<file path="src/rtl/msp2fr_pkg.sv">
`default_nettype none

package msp2fr_pkg;

  // Header bytes of an MSP v2 frame towards the receiver.
  localparam logic [7:0] HdrStart = 8'h24;  // '$'
  localparam logic [7:0] HdrProto = 8'h58;  // 'X'
  localparam logic [7:0] HdrDir   = 8'h3E;  // '>'

  // CRC-8 DVB-S2 generator polynomial.
  localparam logic [7:0] CrcPoly = 8'hD5;

  // Configuration register indexes.
  localparam logic [3:0] RegTimeoutTicks = 4'd0;
  localparam logic [3:0] RegMaxPayload   = 4'd1;
  localparam logic [3:0] RegExpectedId   = 4'd2;
  localparam logic [3:0] RegIdFilterOn   = 4'd3;

  // Receiver phases.
  typedef enum logic [3:0] {
    PH_HUNT  = 4'd0,
    PH_X     = 4'd1,
    PH_DIR   = 4'd2,
    PH_FLAG  = 4'd3,
    PH_ID_LO = 4'd4,
    PH_ID_HI = 4'd5,
    PH_SZ_LO = 4'd6,
    PH_SZ_HI = 4'd7,
    PH_DATA  = 4'd8,
    PH_CRC   = 4'd9
  } phase_e;

  // Result kinds.
  typedef enum logic [1:0] {
    KIND_PAYLOAD = 2'd0,
    KIND_GOOD    = 2'd1,
    KIND_BAD_CRC = 2'd2,
    KIND_TIMEOUT = 2'd3
  } kind_e;

  // One result item as it travels to the output port.
  typedef struct packed {
    kind_e       kind;
    logic [7:0]  payload_byte;
    logic [15:0] byte_index;
    logic [15:0] frame_id;
    logic [15:0] frame_size;
    logic [7:0]  frame_flags;
    logic        truncated;
    logic        last;
  } result_t;

  // One byte step of CRC-8 DVB-S2, most significant bit first.
  function automatic logic [7:0] crc8_update(input logic [7:0] crc, input logic [7:0] b);
    logic [7:0] v;
    v = crc ^ b;
    for (int i = 0; i < 8; i++) begin
      if (v[7]) begin
        v = {v[6:0], 1'b0} ^ CrcPoly;
      end else begin
        v = {v[6:0], 1'b0};
      end
    end
    return v;
  endfunction

endpackage

`default_nettype wire

</file>
<file path="src/rtl/msp2fr_skid.sv">
`default_nettype none

// Two-entry output stage: an output register and a skid register behind it.
module msp2fr_skid (
  input  wire                      clk_i,
  input  wire                      rst_ni,
  input  wire                      push_i,
  input  wire msp2fr_pkg::result_t push_data_i,
  output logic                     full_o,
  output logic                     out_valid_o,
  output msp2fr_pkg::result_t      out_data_o,
  input  wire                      out_stall_i
);

  logic                out_valid_q;
  logic                skid_valid_q;
  msp2fr_pkg::result_t out_data_q;
  msp2fr_pkg::result_t skid_data_q;
  logic                take;

  // The output transaction completes when the held result is not stalled.
  assign take = out_valid_q & ~out_stall_i;

  // Valid flags of both entries.
  always_ff @(posedge clk_i or negedge rst_ni) begin
    if (!rst_ni) begin
      out_valid_q  <= 1'b0;
      skid_valid_q <= 1'b0;
    end else if (skid_valid_q) begin
      if (take) begin
        skid_valid_q <= 1'b0;
      end
    end else if (push_i) begin
      if (!out_valid_q || take) begin
        out_valid_q <= 1'b1;
      end else begin
        skid_valid_q <= 1'b1;
      end
    end else if (take) begin
      out_valid_q <= 1'b0;
    end
  end

  // Payload of both entries; no reset needed.
  always_ff @(posedge clk_i) begin
    if (skid_valid_q) begin
      if (take) begin
        out_data_q <= skid_data_q;
      end
    end else if (push_i) begin
      if (!out_valid_q || take) begin
        out_data_q <= push_data_i;
      end else begin
        skid_data_q <= push_data_i;
      end
    end
  end

  assign full_o      = skid_valid_q;
  assign out_valid_o = out_valid_q;
  assign out_data_o  = out_data_q;

endmodule

`default_nettype wire

</file>
<file path="src/rtl/msp_v2_frame_receiver_top.sv">
`default_nettype none

// MSP v2 frame receiver with CRC-8 DVB-S2 check.
// A result is registered in the output register, or in the skid register while the output register is stalled.
// Throughput: one input item per cycle; the byte-wide CRC update and phase logic finish
// in the accepting cycle. Input stalls only while both output entries are occupied.
// Reset (asynchronous, active low) returns to header hunting, clears the receiver state
// and restores the register defaults (max_payload all ones, the others zero).
module msp_v2_frame_receiver_top (
  input  wire         clk_i,
  input  wire         rst_ni,
  // Input channel
  input  wire         in_valid_i,
  output logic        in_stall_o,
  input  wire         action_i,
  input  wire  [7:0]  rx_byte_i,
  // Output channel
  output logic        out_valid_o,
  input  wire         out_stall_i,
  output logic [1:0]  kind_o,
  output logic [7:0]  payload_byte_o,
  output logic [15:0] byte_index_o,
  output logic [15:0] frame_id_o,
  output logic [15:0] frame_size_o,
  output logic [7:0]  frame_flags_o,
  output logic        truncated_o,
  output logic        last_o,
  // Configuration write channel
  input  wire         cfg_valid_i,
  output logic        cfg_ready_o,
  input  wire  [3:0]  cfg_index_i,
  input  wire  [31:0] cfg_data_i
);

  // Configuration registers
  logic [31:0] timeout_ticks_q;
  logic [15:0] max_payload_q;
  logic [15:0] expected_id_q;
  logic        id_filter_on_q;

  // Receiver state
  msp2fr_pkg::phase_e phase_q, phase_d;
  logic [7:0]  crc_q, crc_d;
  logic [15:0] held_id_q, held_id_d;
  logic [7:0]  held_flags_q, held_flags_d;
  logic [15:0] held_size_q, held_size_d;
  logic [15:0] count_q, count_d;
  logic [31:0] ticks_q, ticks_d;

  logic                in_accept;
  logic                is_byte;
  logic                is_tick;
  logic [31:0]         ticks_inc;
  logic                timeout_hit;
  logic                header_bad_start;
  logic [15:0]         count_inc;
  logic                frame_passes;
  logic                res_valid;
  msp2fr_pkg::result_t res;
  msp2fr_pkg::result_t out_data;

  assign cfg_ready_o = 1'b1;
  assign in_accept   = in_valid_i & ~in_stall_o;
  assign is_tick     = in_accept & action_i;
  assign is_byte     = in_accept & ~action_i;

  // Saturating tick counter and timeout compare.
  assign ticks_inc   = (ticks_q == '1) ? ticks_q : ticks_q + 32'd1;
  assign timeout_hit = (timeout_ticks_q != '0) && (ticks_inc >= timeout_ticks_q);

  assign header_bad_start = (rx_byte_i == msp2fr_pkg::HdrStart);
  assign count_inc        = count_q + 16'd1;
  assign frame_passes     = !(id_filter_on_q && (held_id_q != expected_id_q));

  // Configuration writes; unknown indexes are ignored.
  always_ff @(posedge clk_i or negedge rst_ni) begin
    if (!rst_ni) begin
      timeout_ticks_q <= '0;
      max_payload_q   <= '1;
      expected_id_q   <= '0;
      id_filter_on_q  <= 1'b0;
    end else if (cfg_valid_i && cfg_ready_o) begin
      case (cfg_index_i)
        msp2fr_pkg::RegTimeoutTicks: timeout_ticks_q <= cfg_data_i;
        msp2fr_pkg::RegMaxPayload:   max_payload_q   <= cfg_data_i[15:0];
        msp2fr_pkg::RegExpectedId:   expected_id_q   <= cfg_data_i[15:0];
        msp2fr_pkg::RegIdFilterOn:   id_filter_on_q  <= cfg_data_i[0];
        default: ;
      endcase
    end
  end

  // Next phase.
  always_comb begin
    phase_d = phase_q;
    if (is_tick) begin
      if (timeout_hit) begin
        phase_d = msp2fr_pkg::PH_HUNT;
      end
    end else if (is_byte) begin
      case (phase_q)
        msp2fr_pkg::PH_HUNT: begin
          phase_d = header_bad_start ? msp2fr_pkg::PH_X : msp2fr_pkg::PH_HUNT;
        end
        msp2fr_pkg::PH_X: begin
          if (rx_byte_i == msp2fr_pkg::HdrProto) begin
            phase_d = msp2fr_pkg::PH_DIR;
          end else begin
            phase_d = header_bad_start ? msp2fr_pkg::PH_X : msp2fr_pkg::PH_HUNT;
          end
        end
        msp2fr_pkg::PH_DIR: begin
          if (rx_byte_i == msp2fr_pkg::HdrDir) begin
            phase_d = msp2fr_pkg::PH_FLAG;
          end else begin
            phase_d = header_bad_start ? msp2fr_pkg::PH_X : msp2fr_pkg::PH_HUNT;
          end
        end
        msp2fr_pkg::PH_FLAG:  phase_d = msp2fr_pkg::PH_ID_LO;
        msp2fr_pkg::PH_ID_LO: phase_d = msp2fr_pkg::PH_ID_HI;
        msp2fr_pkg::PH_ID_HI: phase_d = msp2fr_pkg::PH_SZ_LO;
        msp2fr_pkg::PH_SZ_LO: phase_d = msp2fr_pkg::PH_SZ_HI;
        msp2fr_pkg::PH_SZ_HI: begin
          phase_d = ({rx_byte_i, held_size_q[7:0]} == 16'd0) ?
                    msp2fr_pkg::PH_CRC : msp2fr_pkg::PH_DATA;
        end
        msp2fr_pkg::PH_DATA: begin
          phase_d = (count_inc >= held_size_q) ? msp2fr_pkg::PH_CRC : msp2fr_pkg::PH_DATA;
        end
        msp2fr_pkg::PH_CRC: phase_d = msp2fr_pkg::PH_HUNT;
        default:            phase_d = msp2fr_pkg::PH_HUNT;
      endcase
    end
  end

  // Header fields, checksum, counters and the result of this transaction.
  always_comb begin
    crc_d        = crc_q;
    held_id_d    = held_id_q;
    held_flags_d = held_flags_q;
    held_size_d  = held_size_q;
    count_d      = count_q;
    ticks_d      = ticks_q;
    res_valid    = 1'b0;

    res              = '0;
    res.frame_id     = held_id_q;
    res.frame_size   = held_size_q;
    res.frame_flags  = held_flags_q;
    res.truncated    = (held_size_q > max_payload_q);

    if (is_tick) begin
      ticks_d = ticks_inc;
      if (timeout_hit) begin
        ticks_d   = '0;
        res_valid = 1'b1;
        res       = '0;
        res.kind  = msp2fr_pkg::KIND_TIMEOUT;
        res.last  = 1'b1;
      end
    end else if (is_byte) begin
      case (phase_q)
        msp2fr_pkg::PH_FLAG: begin
          held_flags_d = rx_byte_i;
          crc_d        = msp2fr_pkg::crc8_update(8'd0, rx_byte_i);
        end
        msp2fr_pkg::PH_ID_LO: begin
          held_id_d = {8'd0, rx_byte_i};
          crc_d     = msp2fr_pkg::crc8_update(crc_q, rx_byte_i);
        end
        msp2fr_pkg::PH_ID_HI: begin
          held_id_d = {rx_byte_i, held_id_q[7:0]};
          crc_d     = msp2fr_pkg::crc8_update(crc_q, rx_byte_i);
        end
        msp2fr_pkg::PH_SZ_LO: begin
          held_size_d = {8'd0, rx_byte_i};
          crc_d       = msp2fr_pkg::crc8_update(crc_q, rx_byte_i);
        end
        msp2fr_pkg::PH_SZ_HI: begin
          held_size_d = {rx_byte_i, held_size_q[7:0]};
          crc_d       = msp2fr_pkg::crc8_update(crc_q, rx_byte_i);
          count_d     = '0;
        end
        msp2fr_pkg::PH_DATA: begin
          crc_d   = msp2fr_pkg::crc8_update(crc_q, rx_byte_i);
          count_d = count_inc;
          if ((count_q < max_payload_q) && frame_passes) begin
            res_valid        = 1'b1;
            res.kind         = msp2fr_pkg::KIND_PAYLOAD;
            res.payload_byte = rx_byte_i;
            res.byte_index   = count_q;
          end
        end
        msp2fr_pkg::PH_CRC: begin
          ticks_d = '0;
          if (frame_passes) begin
            res_valid = 1'b1;
            res.kind  = (rx_byte_i == crc_q) ? msp2fr_pkg::KIND_GOOD :
                                               msp2fr_pkg::KIND_BAD_CRC;
            res.last  = 1'b1;
          end
        end
        default: ;
      endcase
    end
  end

  // State registers.
  always_ff @(posedge clk_i or negedge rst_ni) begin
    if (!rst_ni) begin
      phase_q      <= msp2fr_pkg::PH_HUNT;
      crc_q        <= '0;
      held_id_q    <= '0;
      held_flags_q <= '0;
      held_size_q  <= '0;
      count_q      <= '0;
      ticks_q      <= '0;
    end else begin
      phase_q      <= phase_d;
      crc_q        <= crc_d;
      held_id_q    <= held_id_d;
      held_flags_q <= held_flags_d;
      held_size_q  <= held_size_d;
      count_q      <= count_d;
      ticks_q      <= ticks_d;
    end
  end

  // Output register with skid entry.
  msp2fr_skid u_skid (
    .clk_i       (clk_i),
    .rst_ni      (rst_ni),
    .push_i      (res_valid),
    .push_data_i (res),
    .full_o      (in_stall_o),
    .out_valid_o (out_valid_o),
    .out_data_o  (out_data),
    .out_stall_i (out_stall_i)
  );

  assign kind_o         = out_data.kind;
  assign payload_byte_o = out_data.payload_byte;
  assign byte_index_o   = out_data.byte_index;
  assign frame_id_o     = out_data.frame_id;
  assign frame_size_o   = out_data.frame_size;
  assign frame_flags_o  = out_data.frame_flags;
  assign truncated_o    = out_data.truncated;
  assign last_o         = out_data.last;

  // The input only stalls while a result is held in the output register.
  assert property (@(posedge clk_i) disable iff (!rst_ni) in_stall_o |-> out_valid_o)
    else $error("input stalled with an empty output register");

  // A payload byte never closes a run, and every other kind does.
  assert property (@(posedge clk_i) disable iff (!rst_ni)
    out_valid_o |-> (last_o == (kind_o != msp2fr_pkg::KIND_PAYLOAD)))
    else $error("last flag does not match result kind");

  // A timeout returns to hunting with a cleared tick count.
  assert property (@(posedge clk_i) disable iff (!rst_ni)
    (is_tick && timeout_hit) |=> (phase_q == msp2fr_pkg::PH_HUNT) && (ticks_q == '0))
    else $error("timeout did not restart the hunt");

  // The checksum byte ends the frame and clears the tick count.
  assert property (@(posedge clk_i) disable iff (!rst_ni)
    (is_byte && (phase_q == msp2fr_pkg::PH_CRC)) |=>
      (phase_q == msp2fr_pkg::PH_HUNT) && (ticks_q == '0))
    else $error("checksum byte did not end the frame");

endmodule

`default_nettype wire
</file>
<file path="config.mk">
export PLATFORM = sky130hd
export DESIGN_NAME = msp_v2_frame_receiver_top
export DESIGN_NICKNAME = d
export VERILOG_FILES = /design/src/rtl/msp2fr_pkg.sv /design/src/rtl/msp2fr_skid.sv /design/src/rtl/msp_v2_frame_receiver_top.sv
export SDC_FILE = /design/constraint.sdc
export NUM_CORES = 1
export LEC_CHECK = 0
export BUFFER_PORTS_ARGS = -buffer_cell sky130_fd_sc_hd__buf_4
export CELL_PAD_IN_SITES_DETAIL_PLACEMENT = 1
export CELL_PAD_IN_SITES_GLOBAL_PLACEMENT = 2
export CORE_ASPECT_RATIO = 0.75
export CORE_MARGIN = 2
export CORE_UTILIZATION = 41
export DETAILED_ROUTE_END_ITERATION = 12
export PLACE_DENSITY_LB_ADDON = 0.12
export RECOVER_POWER = 25
export SYNTH_ARGS = -nofsm -noshare
export SYNTH_HDL_FRONTEND = slang
export SYNTH_HIERARCHICAL = 1
export SYNTH_SLANG_ARGS = --single-unit
</file>
<file path="constraint.sdc">
create_clock -name clk_i -period 11.1 [get_ports clk_i]
set_input_delay 1.11 -clock clk_i [delete_from_list [all_inputs] [get_ports clk_i]]
set_output_delay 1.11 -clock clk_i [all_outputs]
set_load 0.05 [all_outputs]
</file>
After elaboration in Yosys (flattened, before gate mapping). Cells that the tools add are included.

Add/subtract/negate cells: 2. Magnitude comparators: 4. Eq/ne operators: 21. Multiplexer cells: 217. Bitwise logic cells: 56. Reduce and logical (&&, ||, !) cells: 35.

Operators with widths (number): two-way mux 8 bit (170); two-way mux 68 bit (5); inverter 5 bit (44); two-way mux 32 bit (5); one-hot mux 16 bit (2 select lines) (3); two-way mux 26 bit (2); two-way mux 24 bit (2); one-hot mux 8 bit (6 select lines) (1); two-way mux 41 bit (1); one-hot mux 4 bit (9 select lines) (1); adder 32 x 1 -> 32 bit (second input constant) (1); == test 32 bit (second input constant) (1); >= comparator 32 bit (1); nonzero test 32 bit (1); AND reduction 3 bit (8); two-way mux 1 bit (18); adder 16 x 1 -> 16 bit (second input constant) (1); == test 4 x 2 -> 1 bit (second input constant) (4); == test 4 x 3 -> 1 bit (second input constant) (4); == test 8 x 6 -> 1 bit (second input constant) (2); >= comparator 16 bit (1); greater-than comparator 16 bit (1); zero test 16 bit (1); < comparator 16 bit (1); other kinds (22) (56).

Register bits after elaboration: 303. Input port bits: 50. Logic and storage cells: 366.

Longest topological paths before layout.
Depth after elaboration: 39. Gate-level depth with buffers: 20. Mapped depth without buffers: 20.

Hierarchy. Netlist, hierarchy kept.

Modules (own cells, without submodules): msp_v2_frame_receiver_top (times used 1, cells an instance 1152, area each 10532.6 um2, seq. area each 4149.0 um2); msp2fr_skid (times used 1, cells an instance 224, area each 5350.1 um2, seq. area each 4134.0 um2).

Least setup slack after synthesis. Ideal clock, no wire load.

Kind: register to register. Start: register ticks_q[16]. End: register u_skid.out_data_q (netlist bit u_skid/out_data_o[0]), enable pin. Data arrival time: 8554 ps. Path slack: 1948 ps. Stages on the path, launching flop included: 21. Clock period less this slack: 9152 ps. Path through: dfrtp_1 -> buf_4 -> and4_1 -> and4_4 -> nand4_4 -> o31a_1 -> nand3_1 -> buf_2 -> nor2_1 -> xor2_1 -> ha_1 -> nand4_1 -> nor3_1 -> nand4_1 -> a211oi_1 -> nor2_1 -> o21ai_1 -> nand2b_1 -> or2_2 -> nand2b_1 -> a21boi_0.

Cells in the longest elaborated chain, start to end: 8. Elaborated cells on any way between the ends: 9. Those cells by class: add/sub: 1; order compare: 1; eq/ne: 1; mux: 3; reduce/logical: 3.

RTL lines: start: declaration (RTL line msp_v2_frame_receiver_top.sv:48) `logic [31:0] ticks_q, ticks_d;`; start signal: assignment (RTL line msp_v2_frame_receiver_top.sv:225) `ticks_q <= ticks_d;`; adder 32 x 1 -> 32 bit or == test 32 bit (tied branches) (RTL line msp_v2_frame_receiver_top.sv:68) `assign ticks_inc = (ticks_q == '1) ? ticks_q : ticks_q + 32'd1;`; two-way mux 32 bit (*) (RTL line msp_v2_frame_receiver_top.sv:68); >= comparator 32 bit (*) (RTL line msp_v2_frame_receiver_top.sv:69) `assign timeout_hit = (timeout_ticks_q != '0) && (ticks_inc >= timeout_ticks_q);`; logical AND 1 bit (*) (RTL line msp_v2_frame_receiver_top.sv:69); two-way mux 1 bit (*) (RTL line msp_v2_frame_receiver_top.sv:154) `if (timeout_hit) begin`; two-way mux 1 bit (*) (RTL line msp_v2_frame_receiver_top.sv:152) `if (is_tick) begin`; named net res_valid (RTL line msp_v2_frame_receiver_top.sv:58) `logic res_valid;`; nonzero test 2 bit (no source line) (*); AND reduction 3 bit (no source line) (*); end signal: assignment (RTL line msp2fr_skid.sv:48) `out_data_q <= skid_data_q;`; end signal: assignment (RTL line msp2fr_skid.sv:52) `out_data_q <= push_data_i;`; end: declaration (RTL line msp2fr_skid.sv:17) `msp2fr_pkg::result_t out_data_q;`.

The timed path passes the listed nets; every way through them passes the cells marked *. A chain may end at the register's enable or synchronous reset.

==> results.json <==
{
  "status": "finished, violations left",
  "violations": "max-capacitance violations, max-slew violations",
  "rr_worst_depth": 20,
  "place_congestion": 0.856,
  "grt_pass1_wl_um": 67700,
  "cts_buffers": 35,
  "portBuffers": 119,
  "routedWlPerCell_um": 21.2,
  "cts.sinks": 303,
  "yosysMostFrequentCell": "dfrtp_1",
  "netlist_top_cells_area": "edfxtp_1, dfrtp_1, ha_1, mux2_4, o21ai_0",
  "arrival_ps": 5160,
  "synth_area_per_cell_sq_um": 11.5,
  "ys_ff_latch": 303,
  "vias_per_cell": 5.38,
  "num_vias": 10900,
  "drt_iter0_drc": 651,
  "slew_headroom_pct": -287,
  "root_buffer": "clkbuf_16",
  "period_needed_ps": 6790,
  "insertion_delay_ps": 520,
  "crit_type": "in2async",
  "yosys_warnings": 6,
  "postCtsHoldBufs": 0,
  "rrSetupSlack_ps": 4310,
  "hp-class": "reg2reg",
  "syn-num-nets": 1510,
  "skew_ps": 17.9,
  "synth_xor_area_share_pct": 5.33,
  "powerDensity_nw_per_um2": 194,
  "crit_path_cell_trace": "clkbuf_1",
  "ant_nets": 0,
  "drt_pass1_iterations": 5,
  "die_area_sq_um": 40300,
  "slew_violations": 96,
  "h-tree-depth": 2,
  "dp_hpwl_um": 30700,
  "critPathSlowestCell": "clkbuf_1",
  "antenna_found_initial": 0,
  "ios": 121,
  "fp.dieW_um": 231,
  "synth_top_area_share_pct": 25.7,
  "yosys-top-cells-count": "dfrtp_1, edfxtp_1, nand2_1, o21ai_0, ha_1",
  "cp_top_family": "buffers and inverters",
  "area_delta_synth_final_pct": 14.6,
  "cts_max_path_buffers": 3,
  "max_freq_ghz": 0.147,
  "synth_adder_area_share_pct": 6.62,
  "synth_edf_count": 136,
  "yosysSeqAreaShare_pct": 52.2,
  "finalHoldViolCount": 0,
  "path_clk_slew_ps": 60,
  "wl_um": 42900,
  "synth_top_area_cell": "edfxtp_1",
  "synth_cells": 1376,
  "setup_ws_ps": 4310,
  "cts.repair.resized": 0,
  "diodes": 0,
  "hold-path-cell-count": 2,
  "drc": 0,
  "grt_usage_pct": 21.7,
  "worst_slew_pin_slew_ps": 5800,
  "required_ps": 9470,
  "async_flop_share_pct": 55.1,
  "max_cap_violations": 1,
  "postCtsSetupBuffers": 0,
  "syn_area_sq_um": 15900,
  "synth_cell_types": 63,
  "rsz0062_at_grt": "false",
  "cts_tree": "yes",
  "vdd_drop_max_v": 0.000116,
  "synth_compound_area_share_pct": 9.74,
  "crit_path_max_fanout": 95,
  "worstSetupPathDepth": 1,
  "yosys.area_share.simple_pct": 12.3,
  "leakage_nw": 7.88,
  "nets": 1620,
  "slowest_delay_ps": 3980,
  "chipHeight_um": 174,
  "period_share_pct": 61.2,
  "tns_ps": 0,
  "cp-start-kind": "input pin",
  "grt_pass1_vias": 11300,
  "crit_buf_inv": 1,
  "synthMuxAreaShare_pct": 9.63,
  "grt_max_degree": 96,
  "core_area_sq_um": 38200,
  "grt_overflow_total": 0,
  "setup_viol": 0,
  "initial_core_util_pct": 41.5,
  "pre_cts_ws_ps": 4310,
  "drive_gt1_share_pct": 19.2,
  "synth_top_family_by_area": "simple AND/OR/NAND/NOR gates",
  "end_kind": "asynchronous set/reset pin",
  "row_count": 62,
  "synth-main-ff-cell": "dfrtp_1"
}
[logic make-up (layout without fill, tap and decap cells)]
| kind of cell | after synthesis | after routing |
|---|---|---|
| AO/OA/AOI/OAI | 253 | 253 |
| buffers and inverters | 135 | 271 |
| adder cells (fa/ha/maj) | 84 | 84 |
| AND/OR/NAND/NOR | 392 | 392 |
| XOR/XNOR | 94 | 94 |
| other | 1 | 1 |
| flip-flops | 303 | 303 |
| multiplexers | 114 | 114 |
[state kept, by name, indices dropped and copies added (netlist names)]
name / cells
u_skid/out_data_o: 68
u_skid/skid_data_q: 68
ticks_q: 32
timeout_ticks_q: 32
count_q: 16
expected_id_q: 16
held_id_q: 16
held_size_q: 16
max_payload_q: 16
crc_q: 8
held_flags_q: 8
phase_q: 4
id_filter_on_q: 1
u_skid/full_o: 1
u_skid/out_valid_o: 1
[through the flow]
stage	util [%]	hold WS, ps	cells	instance area [sq um]	power (mW)
after floorplan	-	442	1376	15900	2.15
after global placement	44.9	463	1961	17200	2.37
after detailed placement	44.9	475	1961	17200	2.39
after CTS	47.9	487	2024	18300	3.59
after global routing	47.6	509	2024	18200	3.74
final	47.6	484	2024	18200	3.54
[routing by layer]
layer / GRT usage, % / share of wire [%] / vias up
met2: 30.5 / 41 / 208
met4: 4.62 / 1.7 / 0
met1: 34.8 / 53 / 5494
li1: - / - / 5122
met3: 3.18 / 4.2 / 57
met5: 0 / 0 / -
[worst paths after layout]
check | start | endpoint
worst min register to register | held_flags_q[7]$_DFFE_PN0P_ | held_flags_q[7]$_DFFE_PN0P_
worst max-delay path | rst_ni | u_skid/full_o$_DFF_PN0_
min in group asynchronous | rst_ni | timeout_ticks_q[30]$_DFFE_PN0P_
worst min-delay path | held_flags_q[7]$_DFFE_PN0P_ | held_flags_q[7]$_DFFE_PN0P_
max in group clk_i | ticks_q[3]$_DFFE_PN0P_ | u_skid/out_data_o[27]$_DFFE_PP_
worst max register to register | ticks_q[3]$_DFFE_PN0P_ | u_skid/out_data_o[27]$_DFFE_PP_
[cell type report]
class                      count  area (sq um)
timing repair buffer         130           863
clock inverter                18           186
fill                        4060         20000
clock buffer                  45           956
multi-input combinational    938          6980
sequential                   303          8290
tap                          512           641
inverter                      78           293
[power breakdown]
group	internal (mW)	total (mW)	switching (mW)	leakage, nW
Clock	0.702	1.16	0.462	0.556
Sequential	1.33	1.47	0.133	3.45
Combinational	0.390	0.909	0.519	3.87
Total	2.43	3.54	1.11	7.88
[placed cells by master (no fill, tap or decap), drive strengths merged, types with 14 or more instances in the layout]
cell / count
nor2b: 32
nor3: 14
mux2: 109
a21o: 16
and3: 15
a22o: 22
nand4: 23
clkbuf: 76
dfrtp: 151
nand2: 132
buf: 99
nor4: 17
xor2: 50
a21oi: 45
inv: 79
and2: 26
nand3: 28
nor2: 68
o21ai: 110
ha: 84
edfxtp: 136
dfstp: 16
nand2b: 14
xnor2: 44
Note: power is estimated with default switching activity, not from simulation.
